===== src/design/cal_pkg.sv =====
`timescale 1ns / 1ps
`default_nettype none
// ----------------------------------------------------------------------------
// cal_pkg: shared types and constants for the cursor array list unit
// Field widths, command and status codes, controller/datapath structs.
// ----------------------------------------------------------------------------
package cal_pkg;

   localparam int CMD_W   = 4;
   localparam int DATA_W  = 32;
   localparam int CNT_W   = 5;
   localparam int STAT_W  = 2;

   localparam int DEFAULT_DEPTH = 16;
   localparam int CNT_MAX       = (1 << CNT_W) - 1;

   localparam logic [CNT_W-1:0] CAP_RESET = 5'd16;

   localparam logic [CMD_W-1:0] CMD_CLEAR  = 4'd0;
   localparam logic [CMD_W-1:0] CMD_INSERT = 4'd1;
   localparam logic [CMD_W-1:0] CMD_APPEND = 4'd2;
   localparam logic [CMD_W-1:0] CMD_REMOVE = 4'd3;
   localparam logic [CMD_W-1:0] CMD_START  = 4'd4;
   localparam logic [CMD_W-1:0] CMD_END    = 4'd5;
   localparam logic [CMD_W-1:0] CMD_PREV   = 4'd6;
   localparam logic [CMD_W-1:0] CMD_NEXT   = 4'd7;
   localparam logic [CMD_W-1:0] CMD_MOVE   = 4'd8;
   localparam logic [CMD_W-1:0] CMD_GET    = 4'd9;
   localparam logic [CMD_W-1:0] CMD_COUNT  = 4'd10;

   localparam logic [STAT_W-1:0] ST_OK    = 2'd0;
   localparam logic [STAT_W-1:0] ST_FULL  = 2'd1;
   localparam logic [STAT_W-1:0] ST_NOCUR = 2'd2;
   localparam logic [STAT_W-1:0] ST_RANGE = 2'd3;

   typedef struct packed {
      logic load;
      logic step;
      logic finish;
   } ctrl_cmd_type;

   typedef struct packed {
      logic busy;
   } ctrl_stat_type;

endpackage
`default_nettype wire


===== src/design/cal_ctrl.sv =====
`timescale 1ns / 1ps
`default_nettype none
// ----------------------------------------------------------------------------
// cal_ctrl: sequencer for the cursor array list unit
// Accepts an item, lets the datapath walk the store, then hands the result
// to the output register when it is free.
// ----------------------------------------------------------------------------
module cal_ctrl (
   input  wire                    clock,
   input  wire                    reset,
   input  wire                    req_valid,
   output logic                   req_ready,
   output logic                   rsp_valid,
   input  wire                    rsp_ready,
   output cal_pkg::ctrl_cmd_type  cmd,
   input  cal_pkg::ctrl_stat_type stat
);

   typedef enum logic [2:0] {
      S_IDLE = 3'b001,
      S_WALK = 3'b010,
      S_DONE = 3'b100
   } state_type;

   state_type state_ff, state_in;
   logic      rsp_valid_ff, rsp_valid_in;
   logic      finish;

   assign req_ready = (state_ff == S_IDLE);
   assign finish    = (state_ff == S_DONE) && (!rsp_valid_ff || rsp_ready);

   always_comb begin
      state_in = state_ff;
      case (state_ff)
         S_IDLE: begin
            if (req_valid) state_in = S_WALK;
         end
         S_WALK: begin
            if (!stat.busy) state_in = S_DONE;
         end
         S_DONE: begin
            if (finish) state_in = S_IDLE;
         end
         default: begin
            state_in = S_IDLE;
         end
      endcase
   end

   assign rsp_valid_in = finish || (rsp_valid_ff && !rsp_ready);

   always_ff @(posedge clock) begin
      if (reset) begin
         state_ff     <= S_IDLE;
         rsp_valid_ff <= 1'b0;
      end else begin
         state_ff     <= state_in;
         rsp_valid_ff <= rsp_valid_in;
      end
   end

   assign rsp_valid  = rsp_valid_ff;
   assign cmd.load   = req_ready && req_valid;
   assign cmd.step   = (state_ff == S_WALK);
   assign cmd.finish = finish;

endmodule
`default_nettype wire


===== src/design/cal_dpath.sv =====
`timescale 1ns / 1ps
`default_nettype none
// ----------------------------------------------------------------------------
// cal_dpath: store, length, cursor and walk logic of the cursor array list
// One store read and one store write per cycle; reads are registered and
// consumed in the next cycle, so a shift moves one entry per cycle.
// ----------------------------------------------------------------------------
module cal_dpath #(
   parameter int DEPTH = cal_pkg::DEFAULT_DEPTH
) (
   input  wire                             clock,
   input  wire                             reset,
   input  cal_pkg::ctrl_cmd_type           cmd,
   output cal_pkg::ctrl_stat_type          stat,
   input  wire                             csr_write_enable,
   input  wire        [cal_pkg::CNT_W-1:0] csr_write_data,
   input  wire        [cal_pkg::CMD_W-1:0] req_cmd,
   input  wire signed [cal_pkg::DATA_W-1:0] req_value,
   input  wire        [cal_pkg::CNT_W-1:0] req_position,
   output logic signed [cal_pkg::DATA_W-1:0] rsp_data,
   output logic       [cal_pkg::CNT_W-1:0] rsp_length,
   output logic       [cal_pkg::CNT_W-1:0] rsp_cursor,
   output logic       [cal_pkg::STAT_W-1:0] rsp_status
);

   localparam int AW        = $clog2(DEPTH);
   localparam int CW        = cal_pkg::CNT_W;
   localparam int PW        = (AW > CW) ? AW : CW;
   localparam int DEPTH_LIM = (DEPTH > cal_pkg::CNT_MAX) ? cal_pkg::CNT_MAX : DEPTH;
   localparam logic [CW-1:0] DEPTH_CAP = CW'(DEPTH_LIM);

   logic signed [cal_pkg::DATA_W-1:0] mem [DEPTH];

   logic [CW-1:0] cap_ff;
   logic [CW-1:0] count_ff, count_in;
   logic [CW-1:0] cursor_ff, cursor_in;

   logic [cal_pkg::CMD_W-1:0]          op_ff;
   logic signed [cal_pkg::DATA_W-1:0]  val_ff;
   logic [CW-1:0]                      pos_ff;
   logic [cal_pkg::STAT_W-1:0]         status_ff, status_in;
   logic signed [cal_pkg::DATA_W-1:0]  acc_ff, acc_in;

   logic [CW-1:0] left_ff, left_in;
   logic [AW-1:0] ptr_ff, ptr_in;
   logic          rv_ff, rv_in;
   logic [AW-1:0] raddr_ff;
   logic signed [cal_pkg::DATA_W-1:0] rdata_ff;

   logic signed [cal_pkg::DATA_W-1:0] rsp_data_ff;
   logic [CW-1:0]                     rsp_length_ff;
   logic [CW-1:0]                     rsp_cursor_ff;
   logic [cal_pkg::STAT_W-1:0]        rsp_status_ff;

   logic [CW-1:0] eff_cap;
   logic          full, nocur, bad_pos, ok;
   logic [PW-1:0] count_wide, cursor_wide;
   logic [AW-1:0] count_addr, cursor_addr;

   logic                              mem_we;
   logic [AW-1:0]                     mem_waddr;
   logic signed [cal_pkg::DATA_W-1:0] mem_wdata;

   assign eff_cap     = (cap_ff > DEPTH_CAP) ? DEPTH_CAP : cap_ff;
   assign full        = (count_ff >= eff_cap);
   assign nocur       = (cursor_ff >= count_ff);
   assign bad_pos     = (req_position > count_ff);
   assign count_wide  = PW'(count_ff);
   assign cursor_wide = PW'(cursor_ff);
   assign count_addr  = count_wide[AW-1:0];
   assign cursor_addr = cursor_wide[AW-1:0];
   assign ok          = (status_ff == cal_pkg::ST_OK);

   assign stat.busy = (left_ff != '0) || rv_ff;

   assign rsp_data   = rsp_data_ff;
   assign rsp_length = rsp_length_ff;
   assign rsp_cursor = rsp_cursor_ff;
   assign rsp_status = rsp_status_ff;

   // item setup and store walk
   always_comb begin
      status_in = status_ff;
      left_in   = left_ff;
      ptr_in    = ptr_ff;
      rv_in     = 1'b0;
      if (cmd.load) begin
         status_in = cal_pkg::ST_OK;
         left_in   = '0;
         ptr_in    = cursor_addr;
         case (req_cmd)
            cal_pkg::CMD_INSERT: begin
               if (full) begin
                  status_in = cal_pkg::ST_FULL;
               end else begin
                  left_in = count_ff - cursor_ff;
                  ptr_in  = count_addr - AW'(1);
               end
            end
            cal_pkg::CMD_APPEND: begin
               if (full) status_in = cal_pkg::ST_FULL;
            end
            cal_pkg::CMD_REMOVE: begin
               if (nocur) status_in = cal_pkg::ST_NOCUR;
               else left_in = count_ff - cursor_ff;
            end
            cal_pkg::CMD_GET: begin
               if (nocur) status_in = cal_pkg::ST_NOCUR;
               else left_in = CW'(1);
            end
            cal_pkg::CMD_MOVE: begin
               if (bad_pos) status_in = cal_pkg::ST_RANGE;
            end
            cal_pkg::CMD_COUNT: begin
               left_in = count_ff;
               ptr_in  = '0;
            end
            default: begin
            end
         endcase
      end else if (cmd.step && (left_ff != '0)) begin
         rv_in   = 1'b1;
         left_in = left_ff - CW'(1);
         if (op_ff == cal_pkg::CMD_INSERT) ptr_in = ptr_ff - AW'(1);
         else ptr_in = ptr_ff + AW'(1);
      end
   end

   // result accumulation from returning reads
   always_comb begin
      acc_in = acc_ff;
      if (cmd.load) begin
         acc_in = '0;
      end else if (rv_ff) begin
         case (op_ff)
            cal_pkg::CMD_REMOVE: begin
               if (raddr_ff == cursor_addr) acc_in = rdata_ff;
            end
            cal_pkg::CMD_GET: begin
               acc_in = rdata_ff;
            end
            cal_pkg::CMD_COUNT: begin
               if (rdata_ff == val_ff) acc_in = acc_ff + 32'sd1;
            end
            default: begin
            end
         endcase
      end
   end

   // store write port: shift moves during the walk, new entry at finish
   always_comb begin
      mem_we    = 1'b0;
      mem_waddr = raddr_ff + AW'(1);
      mem_wdata = rdata_ff;
      if (rv_ff) begin
         case (op_ff)
            cal_pkg::CMD_INSERT: begin
               mem_we = 1'b1;
            end
            cal_pkg::CMD_REMOVE: begin
               mem_waddr = raddr_ff - AW'(1);
               mem_we    = (raddr_ff != cursor_addr);
            end
            default: begin
            end
         endcase
      end else if (cmd.finish && ok) begin
         mem_wdata = val_ff;
         case (op_ff)
            cal_pkg::CMD_INSERT: begin
               mem_we    = 1'b1;
               mem_waddr = cursor_addr;
            end
            cal_pkg::CMD_APPEND: begin
               mem_we    = 1'b1;
               mem_waddr = count_addr;
            end
            default: begin
            end
         endcase
      end
   end

   // length and cursor after the item
   always_comb begin
      count_in  = count_ff;
      cursor_in = cursor_ff;
      if (ok) begin
         case (op_ff)
            cal_pkg::CMD_CLEAR: begin
               count_in  = '0;
               cursor_in = '0;
            end
            cal_pkg::CMD_INSERT, cal_pkg::CMD_APPEND: begin
               count_in = count_ff + CW'(1);
            end
            cal_pkg::CMD_REMOVE: begin
               count_in = count_ff - CW'(1);
            end
            cal_pkg::CMD_START: begin
               cursor_in = '0;
            end
            cal_pkg::CMD_END: begin
               cursor_in = count_ff;
            end
            cal_pkg::CMD_PREV: begin
               if (cursor_ff != '0) cursor_in = cursor_ff - CW'(1);
            end
            cal_pkg::CMD_NEXT: begin
               if (cursor_ff < count_ff) cursor_in = cursor_ff + CW'(1);
            end
            cal_pkg::CMD_MOVE: begin
               cursor_in = pos_ff;
            end
            default: begin
            end
         endcase
      end
   end

   always_ff @(posedge clock) begin
      if (mem_we) mem[mem_waddr] <= mem_wdata;
      rdata_ff <= mem[ptr_ff];
   end

   always_ff @(posedge clock) begin
      if (reset) begin
         cap_ff    <= cal_pkg::CAP_RESET;
         count_ff  <= '0;
         cursor_ff <= '0;
         left_ff   <= '0;
         rv_ff     <= 1'b0;
      end else begin
         if (csr_write_enable) cap_ff <= csr_write_data;
         if (cmd.finish) begin
            count_ff  <= count_in;
            cursor_ff <= cursor_in;
         end
         left_ff <= left_in;
         rv_ff   <= rv_in;
      end
   end

   always_ff @(posedge clock) begin
      if (cmd.load) begin
         op_ff  <= req_cmd;
         val_ff <= req_value;
         pos_ff <= req_position;
      end
      status_ff <= status_in;
      acc_ff    <= acc_in;
      ptr_ff    <= ptr_in;
      raddr_ff  <= ptr_ff;
      if (cmd.finish) begin
         rsp_data_ff   <= acc_ff;
         rsp_length_ff <= count_in;
         rsp_cursor_ff <= cursor_in;
         rsp_status_ff <= status_ff;
      end
   end

endmodule
`default_nettype wire


===== src/design/cursor_array_list_unit.sv =====
`timescale 1ns / 1ps
`default_nettype none
// ----------------------------------------------------------------------------
// cursor_array_list_unit: ordered word list with a cursor
// Clear, insert, append, remove, cursor moves, get and count over a store
// of DEPTH signed words.
// ----------------------------------------------------------------------------
//  channel | handshake              | payload
//  req     | req_valid / req_ready  | req_cmd, req_value, req_position
//  rsp     | rsp_valid / rsp_ready  | rsp_data, rsp_length, rsp_cursor, rsp_status
//  csr     | csr_write_enable       | csr_write_data (capacity limit)
//
//  One item at a time. Insert, remove, count and get walk n entries through
//  the store read port: n is length minus cursor for insert and remove,
//  length for count, 1 for get.
//  A finished result waits in the output register; the next item is accepted
//  meanwhile and completes once that register is taken.
//  Synchronous reset; the store needs no clearing pass.
// ----------------------------------------------------------------------------
module cursor_array_list_unit #(
   parameter int DEPTH = cal_pkg::DEFAULT_DEPTH
) (
   input  wire                               clock,
   input  wire                               reset,
   input  wire                               req_valid,
   output logic                              req_ready,
   input  wire        [cal_pkg::CMD_W-1:0]   req_cmd,
   input  wire signed [cal_pkg::DATA_W-1:0]  req_value,
   input  wire        [cal_pkg::CNT_W-1:0]   req_position,
   output logic                              rsp_valid,
   input  wire                               rsp_ready,
   output logic signed [cal_pkg::DATA_W-1:0] rsp_data,
   output logic       [cal_pkg::CNT_W-1:0]   rsp_length,
   output logic       [cal_pkg::CNT_W-1:0]   rsp_cursor,
   output logic       [cal_pkg::STAT_W-1:0]  rsp_status,
   input  wire                               csr_write_enable,
   input  wire        [cal_pkg::CNT_W-1:0]   csr_write_data
);

   cal_pkg::ctrl_cmd_type  cmd;
   cal_pkg::ctrl_stat_type stat;

   cal_ctrl u_ctrl (
      .clock     (clock),
      .reset     (reset),
      .req_valid (req_valid),
      .req_ready (req_ready),
      .rsp_valid (rsp_valid),
      .rsp_ready (rsp_ready),
      .cmd       (cmd),
      .stat      (stat)
   );

   cal_dpath #(
      .DEPTH (DEPTH)
   ) u_dpath (
      .clock            (clock),
      .reset            (reset),
      .cmd              (cmd),
      .stat             (stat),
      .csr_write_enable (csr_write_enable),
      .csr_write_data   (csr_write_data),
      .req_cmd          (req_cmd),
      .req_value        (req_value),
      .req_position     (req_position),
      .rsp_data         (rsp_data),
      .rsp_length       (rsp_length),
      .rsp_cursor       (rsp_cursor),
      .rsp_status       (rsp_status)
   );

endmodule
`default_nettype wire


===== config.mk =====
export PLATFORM = sky130hd
export DESIGN_NAME = cursor_array_list_unit
export DESIGN_NICKNAME = d
export VERILOG_FILES = /design/src/design/cal_pkg.sv /design/src/design/cal_ctrl.sv /design/src/design/cal_dpath.sv /design/src/design/cursor_array_list_unit.sv
export SDC_FILE = /design/constraint.sdc
export NUM_CORES = 1
export LEC_CHECK = 0
export BUFFER_PORTS_ARGS = -buffer_cell sky130_fd_sc_hd__clkbuf_2
export CAP_MARGIN = 10
export CORE_MARGIN = 3
export CORE_UTILIZATION = 40
export CTS_BUF_LIST = sky130_fd_sc_hd__clkbuf_8
export DETAILED_ROUTE_END_ITERATION = 10
export HOLD_SLACK_MARGIN = 0.12
export PLACE_DENSITY = 0.52
export SYNTH_ARGS = -nofsm -noshare
export SYNTH_HDL_FRONTEND = slang
export SYNTH_SLANG_ARGS = --single-unit

===== constraint.sdc =====
create_clock -name clock -period 13.8 [get_ports clock]
set_clock_uncertainty 0.2 [all_clocks]
set_input_delay 1.38 -clock clock [delete_from_list [all_inputs] [get_ports clock]]
set_output_delay 1.38 -clock clock [all_outputs]
set_load 0.05 [all_outputs]

# Word level (Yosys, flattened, before mapping)
# Memories as Yosys holds them, arrays and structs flattened. A register that Yosys moved wholly into a read port is not among the register bits.
# Cells that the tools add are included.
# W data, S select, Z words.
# op_classes
add_sub_neg	12
n_eq_ne	27
shift	0
multipliers	0
muxes	42
n_bitwise	0
reduce_logical	23
div_mod_pow	0
n_lt_le_gt_ge	5
# ops
operator	count
$mux W32	4
$pmux W32 S3	1
$mux W5	9
$add A32 B2 Y32 const B	1
$eq A32 B32 Y1	1
$mux W4	7
$pmux W5 S5	1
$eq A4 B4 Y1 const B	6
$pmux W5 S4	1
$eq A4 B2 Y1 const B	4
$eq A4 B3 Y1 const B	4
$pmux W4 S2	2
$pmux W5 S3	1
$sub A5 B1 Y5 const B	3
$sub A4 B1 Y4 const B	3
$add A5 B1 Y5 const B	2
$ge A5 B5 Y1	2
$reduce_bool A5 Y1	2
$reduce_or A2 Y1	5
$mux W3	3
$pmux W3 S3	1
$add A4 B1 Y4 const B	2
$eq A4 B1 Y1 const B	2
$mux W1	8
other kinds (23)	34
# totals
word_cells	128
out_inout_bits	46
register_bits	152
latch_bits	0
ram_bits	512
memories	1
input_bits	51
mem_bits_ro	0
# memory_table
name	words	width	read_ports	rd_ports_with_merged_regs	wr	line_no	rtl
u_dpath.mem	16	32	1	1	1	cal_dpath.sv:32	logic signed [cal_pkg::DATA_W-1:0] mem [DEPTH];

# Logic depth before layout (Yosys ltp)
# logic_depth
depth_word	8
depth_mapped	11
ltp_nobuf	10

# Modules after synthesis
# From an unflattened synthesis, not the netlist that was laid out.
# unflattened
hier_cells	1636
area_unflattened_um2	28581.2
# by_module_without_submodules
mod	area_per_inst_um2	n_inst	cells_per_inst	seq_area_each_um2
cal_dpath	28386.0	1	1612	19889.1
cal_ctrl	195.2	1	24	80.1

# Worst setup path after synthesis
# No wires, ideal clock.
# synth_timing
path_type	input to register
startpoint	input rsp_ready
endpoint	memory u_dpath.mem[8][0] (netlist name) (enable)
t_required_ns	13.179
stages	7
t_arrival_ns	4.671
path_slack_ns	8.508
setup_ns	0.421
n_path_buf	0
cell_sequence	nand2b_1 -> nand2b_1 -> inv_1 -> nand3_1 -> a22o_1 -> o31a_1 -> nor2_1
# synth_rtl
item	line_no	rtl
start, declared	cursor_array_list_unit.sv:31	input wire rsp_ready,
end, declared	cal_dpath.sv:32	

# Final worst setup path
# layout_timing
startpoint	register u_dpath.op_ff[3] (netlist name)
endpoint	memory u_dpath.mem[10][29] (netlist name) (enable)
# layout_via
elab_chain_cells	7
elab_cells_between_ends	14
cone_classes	eq/ne: 3; mux: 10; reduce/logical: 1
# layout_rtl
item	line_no	rtl
start, declared	cal_dpath.sv:38	logic [cal_pkg::CMD_W-1:0] op_ff;
start signal, assigned	cal_dpath.sv:247	op_ff <= req_cmd;
$eq A4 B2 Y1 or $eq A4 B1 Y1 (tied branches)	cal_dpath.sv:170, cal_dpath.sv:157	
$reduce_or A2 Y1 (no line)	-	
$mux W1	cal_dpath.sv:170	case (op_ff)
$mux W1	cal_dpath.sv:168	end else if (cmd.finish && ok) begin
$mux W1	cal_dpath.sv:156	if (rv_ff) begin
$mux W1	cal_dpath.sv:223	if (mem_we) mem[mem_waddr] <= mem_wdata;
$mux W1 (not written as such)	cal_dpath.sv:223	
# Several ways; a longest one is shown, not always the timed one.

==> run summary <==
Buffers and inverters on the worst path: 2
Critical path type: reg2reg
Post-synthesis sequential area ratio: 69.74%
GRT overflow: 0
Clk_lat worst skew: 0.71 ns
Dpl hpwl: 44300 um
P_leak: 10.69 nW
Ys flop type: edfxtp_1
Power Density: 143.4 mW/mm^2
Synth-to-layout area growth: 13.35%
Least-Margin Pin Slew: 1.219 ns
CP arrival: 4.25 ns
Worst Hold Class: reg2reg
DR vias: 15827
Setup_tns: 0 ns
Die X: 273.6 um
Crit start category: flip-flop
R2r setup slk: 9.69 ns
Cts repair resizes: 0
PnR Total Power: 4.655 mW
DRT Pass-1 Iters: 7
Worst path top cell family by delay: simple AND/OR/NAND/NOR gates
Share of layout cells above drive strength 1: 26.39%
Worst EP required: 13.94 ns
Syn avg cell area: 17.43 um^2
RSZ-0062 raised after global routing: no
Psw: 1.179 mW
DRT iter0 DRCs: 1388
Clock tree buffer depth: 3
Yosys warns: 0
Switching Fraction: 25.33%
Netlist Area Pre-Place: 0.02863 mm^2
Port Buffers: 96
Place WS: 9.092 ns
Core area: 0.07051 mm^2
Hold-critical path depth: 0
Internal power: 3.476 mW
Global-route wire length before repair: 105000 um
Final WS setup: 9.692 ns
Die span in y: 273.6 um
Slowest-stage cell, CP: edfxtp_1
FF-to-FF Start: u_dpath.op_ff[3]$_DFFE_PP_
I/O pins: 97
Largest net degree at the start of global routing: 132
Worst Setup End Kind: flip-flop
Routed Antenna Nets: 0
Hold endpoint: u_dpath.rsp_data[23]$_DFFE_PP_
Final setup viols: 0
Gp weighted congestion: 0.8413
Vias in the first global route: 16084
Starting density of the core: 40.61%
Clock transition at path regs: 0.07 ns
Max-Cap Viols: 0
Row count: 97
Slew margin rel.: 18.41%
Postcts setup bufs: 0
Avg WL per Cell: 24.82 um
Sequential power share: 53.6%
Total wire length: 70300 um
Crit-path max cell delay: 0.53 ns
Worst-case reg-to-reg path depth: 9
CTS hold repair buffers: 0
NumNets Final: 1878
Remaining DRCs: 0
HP Start: u_dpath.acc_ff[23]$_SDFFE_PP0P_
Root buf cell: clkbuf_8
Worst r2r dst: u_dpath.mem[10][29]$_DFFE_PP_
Initial antenna violation count: 4
Peak supply drop: 0.07699 mV
Max Fclk: 243.4 MHz
Tcrit/Tclk final: 29.77%
Worst path cell trace: nor2_1, nand3_1, clkinv_1, o41ai_2, a21bo_2, a211oi_1, nand2_1, nor2_4, buf_4
Final hold violation count: 0
H-tree depth: 3
Synth Instances: 1643
Distinct cells, synth: 77
CTS Buf Count: 114
Crit-path max FO: 20
DIE AREA: 0.07483 mm^2
EDFF count, synth: 603
Combinational share of power: 10.4%
Fin. max-slew vios: 0
CTS tree: yes
Final min period: 4.108 ns
Mapped Nets: 1725
Total track usage: 18.97%
Vias/cell: 5.589
Status: completed
Number of synthesized register bits: 696
Ys async rst share: 0%
Clock Power Share: 36.0%
Clk sinks: 696
[worst max path at each step]
stage                                from                             to  slack (ns)  depth (start not counted)
2_1_floorplan                   rsp_ready    u_dpath.mem[8][0]$_DFFE_PP_        8.51                          7
3_3_place_gp                    rsp_ready   u_dpath.mem[1][13]$_DFFE_PP_        9.08                          9
3_5_place_dp                    rsp_ready   u_dpath.mem[1][13]$_DFFE_PP_        9.09                          9
4_1_cts        u_dpath.op_ff[3]$_DFFE_PP_  u_dpath.mem[10][29]$_DFFE_PP_        9.71                          9
5_1_grt        u_dpath.op_ff[3]$_DFFE_PP_   u_dpath.mem[8][30]$_DFFE_PP_        9.43                          9
6_report       u_dpath.op_ff[3]$_DFFE_PP_  u_dpath.mem[10][29]$_DFFE_PP_        9.69                          9
[cells by family (layout without fill, tap and decap cells)]
family,after synthesis,in the layout,share of synthesized area (%)
buffers and inverters,123,371,1.687
muxes,205,205,14.30
AOI/OAI and AO/OA,222,222,5.305
xor gates and xnor gates,59,59,1.805
DFF,696,696,69.74
adders and majority gates,31,31,1.433
other,0,1,0
and+or+nand+nor,307,307,5.729
[through the flow]
step	hold slack [ns]	util, %	area (um^2)	instances
finish	0.2580	46.03	32460	2832
global route	0.2799	46.03	32460	2832
CTS	0.2637	46.02	32450	2831
detailed placement	0.2500	42.97	30300	2620
global placement	0.2430	42.97	30300	2620
floorplan	0.1462	-	28630	1643
[registers in the layout, summed over array words and instances, names as in the netlist, 5 cells and up]
name,count
u_dpath.acc_ff,32
u_dpath.cap_ff,5
u_dpath.count_ff,5
u_dpath.cursor_ff,5
u_dpath.left_ff,5
u_dpath.mem,512
u_dpath.pos_ff,5
u_dpath.rdata_ff,32
u_dpath.rsp_cursor,5
u_dpath.rsp_data,32
u_dpath.rsp_length,5
u_dpath.val_ff,32
[cell usage in the layout (no fill, tap or decap), types with 18 or more instances in the layout]
master and instances:
xor2_1 47, buf_4 26, inv_1 83, dfxtp_1 93, clkbuf_2 96, nor2_1 47, mux2_2 33, mux4_2 160
clkbuf_8 132, nor3_1 29, a31oi_1 18, o21ai_0 34, edfxtp_1 603, nand4_1 20, ha_1 28, a21oi_1 50
nand2_1 62, nand3_1 35
[per-layer routing]
metal / share of wire, % / global-route usage [%] / up-vias / wire length, um
met4: 2.1 / 4.705 / 0 / 1465
met1: 46 / 28.16 / 8230 / 32570
met3: 5.8 / 3.506 / 122 / 4057
met2: 46 / 29.01 / 492 / 32200
met5: 0 / 0 / - / 0
li1: - / - / 6983 / -
[power by group through the flow]
stage / combinational [mW] / clock (mW) / sequential [mW]
floorplan: 0.329 / 0 / 2.49
global placement: 0.478 / 0 / 2.54
detailed placement: 0.490 / 0 / 2.54
CTS: 0.491 / 1.73 / 2.50
global route: 0.526 / 1.82 / 2.50
finish: 0.483 / 1.68 / 2.50
[synth_stat cells (all sizes together) (12+ instances only)]
cell / number / area [um^2]
nand3: 36 / 185.2
xor2: 47 / 411.6
and3: 15 / 95.09
nor3: 30 / 155.1
edfxtp: 603 / 18110
ha: 28 / 350.3
o21ai: 36 / 180.2
dfxtp: 93 / 1862
mux2i: 12 / 120.1
a31oi: 18 / 112.6
mux4: 160 / 3603
a21oi: 50 / 250.2
buf: 28 / 126.4
a211oi: 13 / 97.59
nand4: 21 / 146.4
xnor2: 12 / 105.1
mux2: 33 / 371.6
clkbuf: 59 / 221.5
nor4: 12 / 90.09
inv: 34 / 127.6
nand2: 62 / 232.7
a22oi: 14 / 105.1
nor2b: 12 / 75.07
nor2: 63 / 236.5
[final cells by class]
type                       count  area (um^2)
timing repair buffer         124        715.7
clock inverter                79        337.8
inverter                      36        136.4
multi-input combinational    824         8302
antenna                        1        2.502
clock buffer                 132         1817
sequential                   696        19970
tap                          940         1176
fill                        6126        38060
Power figures use the tool's default switching activity.
